--- src/rtl/uks_pkg.sv ---
package uks_pkg;

    // Command codes carried by a word on the command port
    localparam logic [2:0] CMD_PUSH   = 3'd0;
    localparam logic [2:0] CMD_POP    = 3'd1;
    localparam logic [2:0] CMD_PEEK   = 3'd2;
    localparam logic [2:0] CMD_CLEAR  = 3'd3;
    localparam logic [2:0] CMD_REPORT = 3'd4;

    localparam int unsigned KEY_W    = 32;
    localparam int unsigned DEPTH_W  = 8;
    localparam int unsigned COUNT_W  = 32;

    // Result status codes
    typedef enum logic [1:0] {
        ST_OK    = 2'd0,
        ST_FULL  = 2'd1,
        ST_DUP   = 2'd2,
        ST_EMPTY = 2'd3
    } status_t;

endpackage

--- src/rtl/unique_key_stack.sv ---
// unique_key_stack: a bounded stack of signed 32-bit keys that refuses a
// push of a key already stored. A command word is taken when start is high
// and busy is low; its single result appears on the result ports for exactly
// one cycle with done high, and cannot be held off. depth and served_count
// show the state after the step during that cycle. A push walks the
// stored entries for the duplicate check, reading them from one
// single-port-read memory, one entry per cycle, through one shared
// comparator; pop and peek read the top, report reads the top, then the
// base; clear, a push to a full stack, pop/peek/report on an empty stack
// and unknown commands are answered without leaving the idle state.
// A new command may be given in the cycle that done is high.
module unique_key_stack
    import uks_pkg::*;
#(
    parameter int unsigned DEPTH = 128
) (
    input  logic                      clk,
    input  logic                      rst_n,
    input  logic                      start,
    output logic                      busy,
    input  logic [2:0]                command,
    input  logic signed [KEY_W-1:0]   key_in,
    output logic                      done,
    output logic [1:0]                status,
    output logic signed [KEY_W-1:0]   top_key,
    output logic signed [KEY_W-1:0]   base_key,
    output logic [DEPTH_W-1:0]        depth,
    output logic [COUNT_W-1:0]        served_count
);

    localparam int unsigned AW = (DEPTH > 1) ? $clog2(DEPTH) : 1;
    localparam int unsigned CW = $clog2(DEPTH + 1);

    typedef enum logic [2:0] {
        S_IDLE,
        S_SCAN,
        S_TOP_WAIT,
        S_BASE_WAIT
    } state_t;

    state_t               state_reg, state_next;
    logic [2:0]           cmd_reg, cmd_next;
    logic [KEY_W-1:0]     key_reg, key_next;
    logic [CW-1:0]        idx_reg, idx_next;
    logic                 pend_reg, pend_next;
    logic [CW-1:0]        fill_reg, fill_next;
    logic [COUNT_W-1:0]   served_reg, served_next;
    logic                 done_reg, done_next;
    status_t              status_reg, status_next;
    logic [KEY_W-1:0]     top_reg, top_next;
    logic [KEY_W-1:0]     base_reg, base_next;

    logic                 accept;
    logic                 empty;
    logic                 full;
    logic                 issue;
    logic                 match;
    logic [CW-1:0]        fill_m1;
    logic                 ram_we;
    logic [AW-1:0]        ram_raddr;
    logic [KEY_W-1:0]     ram_rdata;

    assign accept  = start && (state_reg == S_IDLE);
    assign empty   = (fill_reg == '0);
    assign full    = (fill_reg == CW'(DEPTH));
    assign fill_m1 = fill_reg - CW'(1);
    assign issue   = (idx_reg < fill_reg);
    // Shared comparator: stored word against the pushed key
    assign match   = pend_reg && (ram_rdata == key_reg);

    // Select the read address: top on accept, scan index, base for report
    always_comb
    begin
        unique case (state_reg)
            S_IDLE:     ram_raddr = fill_m1[AW-1:0];
            S_SCAN:     ram_raddr = idx_reg[AW-1:0];
            default:    ram_raddr = '0;
        endcase
    end

    assign ram_we = (state_reg == S_SCAN) && !match && !issue && !pend_reg;

    uks_ram #(
        .WIDTH (KEY_W),
        .DEPTH (DEPTH)
    ) u_ram (
        .clk   (clk),
        .we    (ram_we),
        .waddr (fill_reg[AW-1:0]),
        .wdata (key_reg),
        .raddr (ram_raddr),
        .rdata (ram_rdata)
    );

    // Sequencer: decode on accept, walk entries for push, collect reads
    always_comb
    begin
        state_next  = state_reg;
        cmd_next    = cmd_reg;
        key_next    = key_reg;
        idx_next    = idx_reg;
        pend_next   = 1'b0;
        fill_next   = fill_reg;
        served_next = served_reg;
        done_next   = 1'b0;
        status_next = status_reg;
        top_next    = top_reg;
        base_next   = base_reg;

        unique case (state_reg)
            S_IDLE:
            begin
                if (accept)
                begin
                    cmd_next    = command;
                    key_next    = key_in;
                    idx_next    = '0;
                    status_next = ST_OK;
                    top_next    = '0;
                    base_next   = '0;
                    case (command)
                        CMD_PUSH:
                        begin
                            if (full)
                            begin
                                status_next = ST_FULL;
                                done_next   = 1'b1;
                            end
                            else
                            begin
                                state_next = S_SCAN;
                            end
                        end
                        CMD_POP, CMD_PEEK, CMD_REPORT:
                        begin
                            if (empty)
                            begin
                                status_next = ST_EMPTY;
                                done_next   = 1'b1;
                            end
                            else
                            begin
                                state_next = S_TOP_WAIT;
                            end
                        end
                        CMD_CLEAR:
                        begin
                            fill_next = '0;
                            done_next = 1'b1;
                        end
                        default:
                        begin
                            done_next = 1'b1;
                        end
                    endcase
                end
            end

            S_SCAN:
            begin
                if (match)
                begin
                    status_next = ST_DUP;
                    done_next   = 1'b1;
                    state_next  = S_IDLE;
                end
                else if (issue)
                begin
                    idx_next  = idx_reg + CW'(1);
                    pend_next = 1'b1;
                end
                else if (!pend_reg)
                begin
                    // no duplicate: store at the top
                    fill_next  = fill_reg + CW'(1);
                    done_next  = 1'b1;
                    state_next = S_IDLE;
                end
            end

            S_TOP_WAIT:
            begin
                top_next = ram_rdata;
                if (cmd_reg == CMD_REPORT)
                begin
                    state_next = S_BASE_WAIT;
                end
                else
                begin
                    if (cmd_reg == CMD_POP)
                    begin
                        fill_next = fill_m1;
                        if (served_reg != '1)
                        begin
                            served_next = served_reg + COUNT_W'(1);
                        end
                    end
                    done_next  = 1'b1;
                    state_next = S_IDLE;
                end
            end

            S_BASE_WAIT:
            begin
                base_next   = ram_rdata;
                status_next = full ? ST_FULL : ST_OK;
                done_next   = 1'b1;
                state_next  = S_IDLE;
            end

            default:
            begin
                state_next = S_IDLE;
            end
        endcase
    end

    // Hold control state and the strobe
    always_ff @(posedge clk or negedge rst_n)
    begin
        if (!rst_n)
        begin
            state_reg  <= S_IDLE;
            pend_reg   <= 1'b0;
            fill_reg   <= '0;
            served_reg <= '0;
            done_reg   <= 1'b0;
        end
        else
        begin
            state_reg  <= state_next;
            pend_reg   <= pend_next;
            fill_reg   <= fill_next;
            served_reg <= served_next;
            done_reg   <= done_next;
        end
    end

    // Hold the command word and result payload
    always_ff @(posedge clk)
    begin
        cmd_reg    <= cmd_next;
        key_reg    <= key_next;
        idx_reg    <= idx_next;
        status_reg <= status_next;
        top_reg    <= top_next;
        base_reg   <= base_next;
    end

    assign busy         = (state_reg != S_IDLE);
    assign done         = done_reg;
    assign status       = status_reg;
    assign top_key      = top_reg;
    assign base_key     = base_reg;
    assign depth        = DEPTH_W'(fill_reg);
    assign served_count = served_reg;

endmodule

--- src/rtl/uks_ram.sv ---
module uks_ram #(
    parameter int unsigned WIDTH = 32,
    parameter int unsigned DEPTH = 128
) (
    input  logic                                   clk,
    input  logic                                   we,
    input  logic [(DEPTH > 1 ? $clog2(DEPTH) : 1)-1:0] waddr,
    input  logic [WIDTH-1:0]                       wdata,
    input  logic [(DEPTH > 1 ? $clog2(DEPTH) : 1)-1:0] raddr,
    output logic [WIDTH-1:0]                       rdata
);

    logic [WIDTH-1:0] mem [DEPTH];

    // Write one word, read one word with registered data
    always_ff @(posedge clk)
    begin
        if (we)
        begin
            mem[waddr] <= wdata;
        end
        rdata <= mem[raddr];
    end

endmodule

--- config.mk ---
export PLATFORM = sky130hd
export DESIGN_NAME = unique_key_stack
export DESIGN_NICKNAME = d
export VERILOG_FILES = /design/src/rtl/uks_pkg.sv /design/src/rtl/unique_key_stack.sv /design/src/rtl/uks_ram.sv
export SDC_FILE = /design/constraint.sdc
export NUM_CORES = 2
export LEC_CHECK = 0
export ABC_AREA = 1
export BUFFER_PORTS_ARGS = -buffer_cell sky130_fd_sc_hd__buf_2
export CORE_MARGIN = 4
export CORE_UTILIZATION = 38
export CTS_BUF_LIST = sky130_fd_sc_hd__clkbuf_8
export DETAILED_ROUTE_END_ITERATION = 12
export PLACE_DENSITY_LB_ADDON = 0.15
export REMOVE_ABC_BUFFERS = 1
export SKIP_CTS_REPAIR_TIMING = 1
export SYNTH_ARGS = -nofsm -noshare
export SYNTH_HDL_FRONTEND = slang
export SYNTH_SLANG_ARGS = --single-unit
--- constraint.sdc ---
create_clock -name clk -period 9.9 [get_ports clk]
set_input_delay 1.98 -clock clk [delete_from_list [all_inputs] [get_ports clk]]
set_output_delay 1.98 -clock clk [all_outputs]
set_load 0.02 [all_outputs]
==> impl_metrics.ini <==
[sta]
relSlewSlack_pct = -1.19
slew_violations = 5
layout_worst_path_cycle_share_pct = 58.5
hold_viol_final = 0
finalSetupViolCount = 0
worstMarginPinSlew_ps = 1520
finClkSkew_ps = 67.8
fin_crit_ps = 5790
fmax_mhz = 173
rsz0062_at_grt = false

[clock_network]
root_buffer = clkbuf_8
clk-insertion-delay-late_ps = 1330
htreeDepth = 6
tritoncts = yes
cts.sinks = 4281
cts_buffer_depth = 4
cts.clk_slew.worst_paths_ps = 60
cts-buffers-inserted = 728

[global_route]
antenna_found_initial = 48
grt_pass1_vias = 114778
grt_max_degree = 182
grt_pass1_wl_um = 881000
grt_usage_pct = 25.8
grt-ovfl-total = 0

[run]
drv_cap = 1

[cells_and_area]
syn2layout_area_growth_pct = 11.8
drive_gt1_share_pct = 10.1
largest_reg_flops = 4096
top_register = u_ram.mem
fin_util_pct = 42.7
stdcell_area_um2 = 196000
final_nets = 14618

[worst_setup_path]
arrival_ps = 7020
crit_type = flip-flop to flip-flop
worst-path-max-fanout = 141
critPathLaunch = state_reg[0]$_DFFE_PN0P_
cpPeakStageDelay_ps = 810
rr_worst_depth = 14
slowest_stage = nand2_8
reg2reg_setup_slack_ps = 4110
path_cells = inv_1 -> ha_1 -> nand2_8 -> nand2_8 -> buf_12 -> buf_4 -> nand2_1 -> nand3_1 -> nand3_1 -> nand3_1 -> nand3_1 -> nand3_1 -> nand3_1 -> nand2_1
r2r_start = state_reg[0]$_DFFE_PN0P_
crit_top_cell = nand3_1
cp-endpoint = u_ram.rdata[23]$_DFF_P_
critPathLaunchType = flip-flop
reg2reg_to = u_ram.rdata[23]$_DFF_P_
crit_required_ps = 11130
crit_path_end_kind = flip-flop

[status]
status = finished with violations
violations = capacitance limit, slew limit

[synth]
mappedNetlistArea_um2 = 176000
yosysWarnings = 0
synthArstFlopShare_pct = 1.03
synth_edf_count = 4205
yosysUniqueCellTypes = 37
ys.flop_type = edfxtp_1
ys_seq_area_share_pct = 72.9
synth-seq-cells = 4281
syn_area_per_cell_um2 = 12.1
synthCells = 14470

[floorplan]
ios = 146
initial_utilization_pct = 38.2
fp.dieArea_um2 = 473000
core_um2 = 460000
fp-row-count = 249
die_x_um = 688
die_h_um = 688

[detailed_routing]
via_per_inst = 5.75
vias = 122365
final_antenna_net_count = 0
routed_wl_um = 629000
drt_iter0_drc = 15100
dr.pass1.iters = 6
drc = 0
wl_per_cell_um = 29.6

[placement]
gp_congestion = 0.865
post_dp_cell_area_um2 = 183000
io_buffers = 145
dp_hpwl_um = 335000

[min_path]
hp-class = flip-flop to flip-flop
synthesized netlist by cell type, drive strengths merged (2+ instances only):
master  number  area share (%)
dfrtp       44            0.63
o211ai       2          0.0085
a21oi       18           0.051
or2          3           0.011
nand3b       3           0.013
nor3b        2          0.0085
nand2     2366             5.1
a211oi       3           0.013
edfxtp    4205              72
ha          16            0.11
nand4       25           0.089
xor2        29            0.14
o22ai        2          0.0071
nand3     6114              17
dfxtp       32            0.36
buf        928             2.6
clkbuf     224            0.48
xnor2       16           0.080
inv        182            0.39
nor2       179            0.39
nor3        35            0.10
o21ai       31           0.093
nor4         6           0.021
worst max-delay path: cells and delay by family, from the launching register on:
family,cells,cell delay [ps]
simple gates,10,2910
buf+inv,3,1410
fa+ha+maj,1,700
flops,1,410
placed cells by master, fill, tap and decap left out, types with 23 or more instances in the layout:
cell type,synthesis,layout
nand3_1,6114,6108
edfxtp_1,4205,4205
nand2_1,2360,2359
clkbuf_8,0,759
inv_1,172,453
buf_4,12,308
buf_2,807,145
clkinv_1,1,143
nor2_4,1,114
nor2_1,176,63
buf_12,0,63
dfrtp_1,44,44
clkinv_2,0,41
dfxtp_1,32,32
xor2_1,29,29
nand4_1,25,25
o21ai_0,25,23
area by class of cell:
class	count	area [µm²]
Fill cell	43062	264000
Sequential cell	4281	128000
Multi-Input combinational cell	8854	42700
Clock buffer	759	10400
Tap cell	6149	7690
Timing Repair Buffer	516	4300
Clock inverter	515	2400
Inverter	183	708
Antenna cell	14	35.0
cells by family after synthesis:
kind of cell,synth area share (%)
simple gates,23.1
flops,72.9
buf+inv,3.46
compound gates,0.186
xor+xnor,0.224
fa+ha+maj,0.114
layer usage:
layer  part of all wire, %  global-route usage, %  up-vias
li1                      -                      -    53518
met1                    40                   34.5    62262
met2                    47                   40.8     5547
met3                   8.4                   4.78     1024
met4                   4.9                   11.7       14
met5                 0.014                      0        -
through the flow:
stage	setup WS, ps	std cells	TNS (ps)	hold WS, ps
2_1_floorplan	-83240	13318	-2663670	490
4_1_cts	4080	21257	0	526
5_1_grt	3890	21258	0	538
6_report	4110	21271	0	526
3_3_place_gp	4050	19983	0	522
3_5_place_dp	4080	19983	0	512
how the worst min path moves through the flow:
stage / from / to / cells after the start
detailed placement: served_count[3]$_DFFE_PN0P_ / served_count[3]$_DFFE_PN0P_ / 1
global route: served_count[3]$_DFFE_PN0P_ / served_count[3]$_DFFE_PN0P_ / 1
finish: served_count[3]$_DFFE_PN0P_ / served_count[3]$_DFFE_PN0P_ / 1
global placement: served_count[3]$_DFFE_PN0P_ / served_count[3]$_DFFE_PN0P_ / 1
CTS: served_count[3]$_DFFE_PN0P_ / served_count[3]$_DFFE_PN0P_ / 1
floorplan: state_reg[1]$_DFFE_PN0P_ / state_reg[1]$_DFFE_PN0P_ / 2
Power is left out: the tool's default activity adds up to more than one toggle a clock period on the data nets, which glitch-free logic cannot reach.
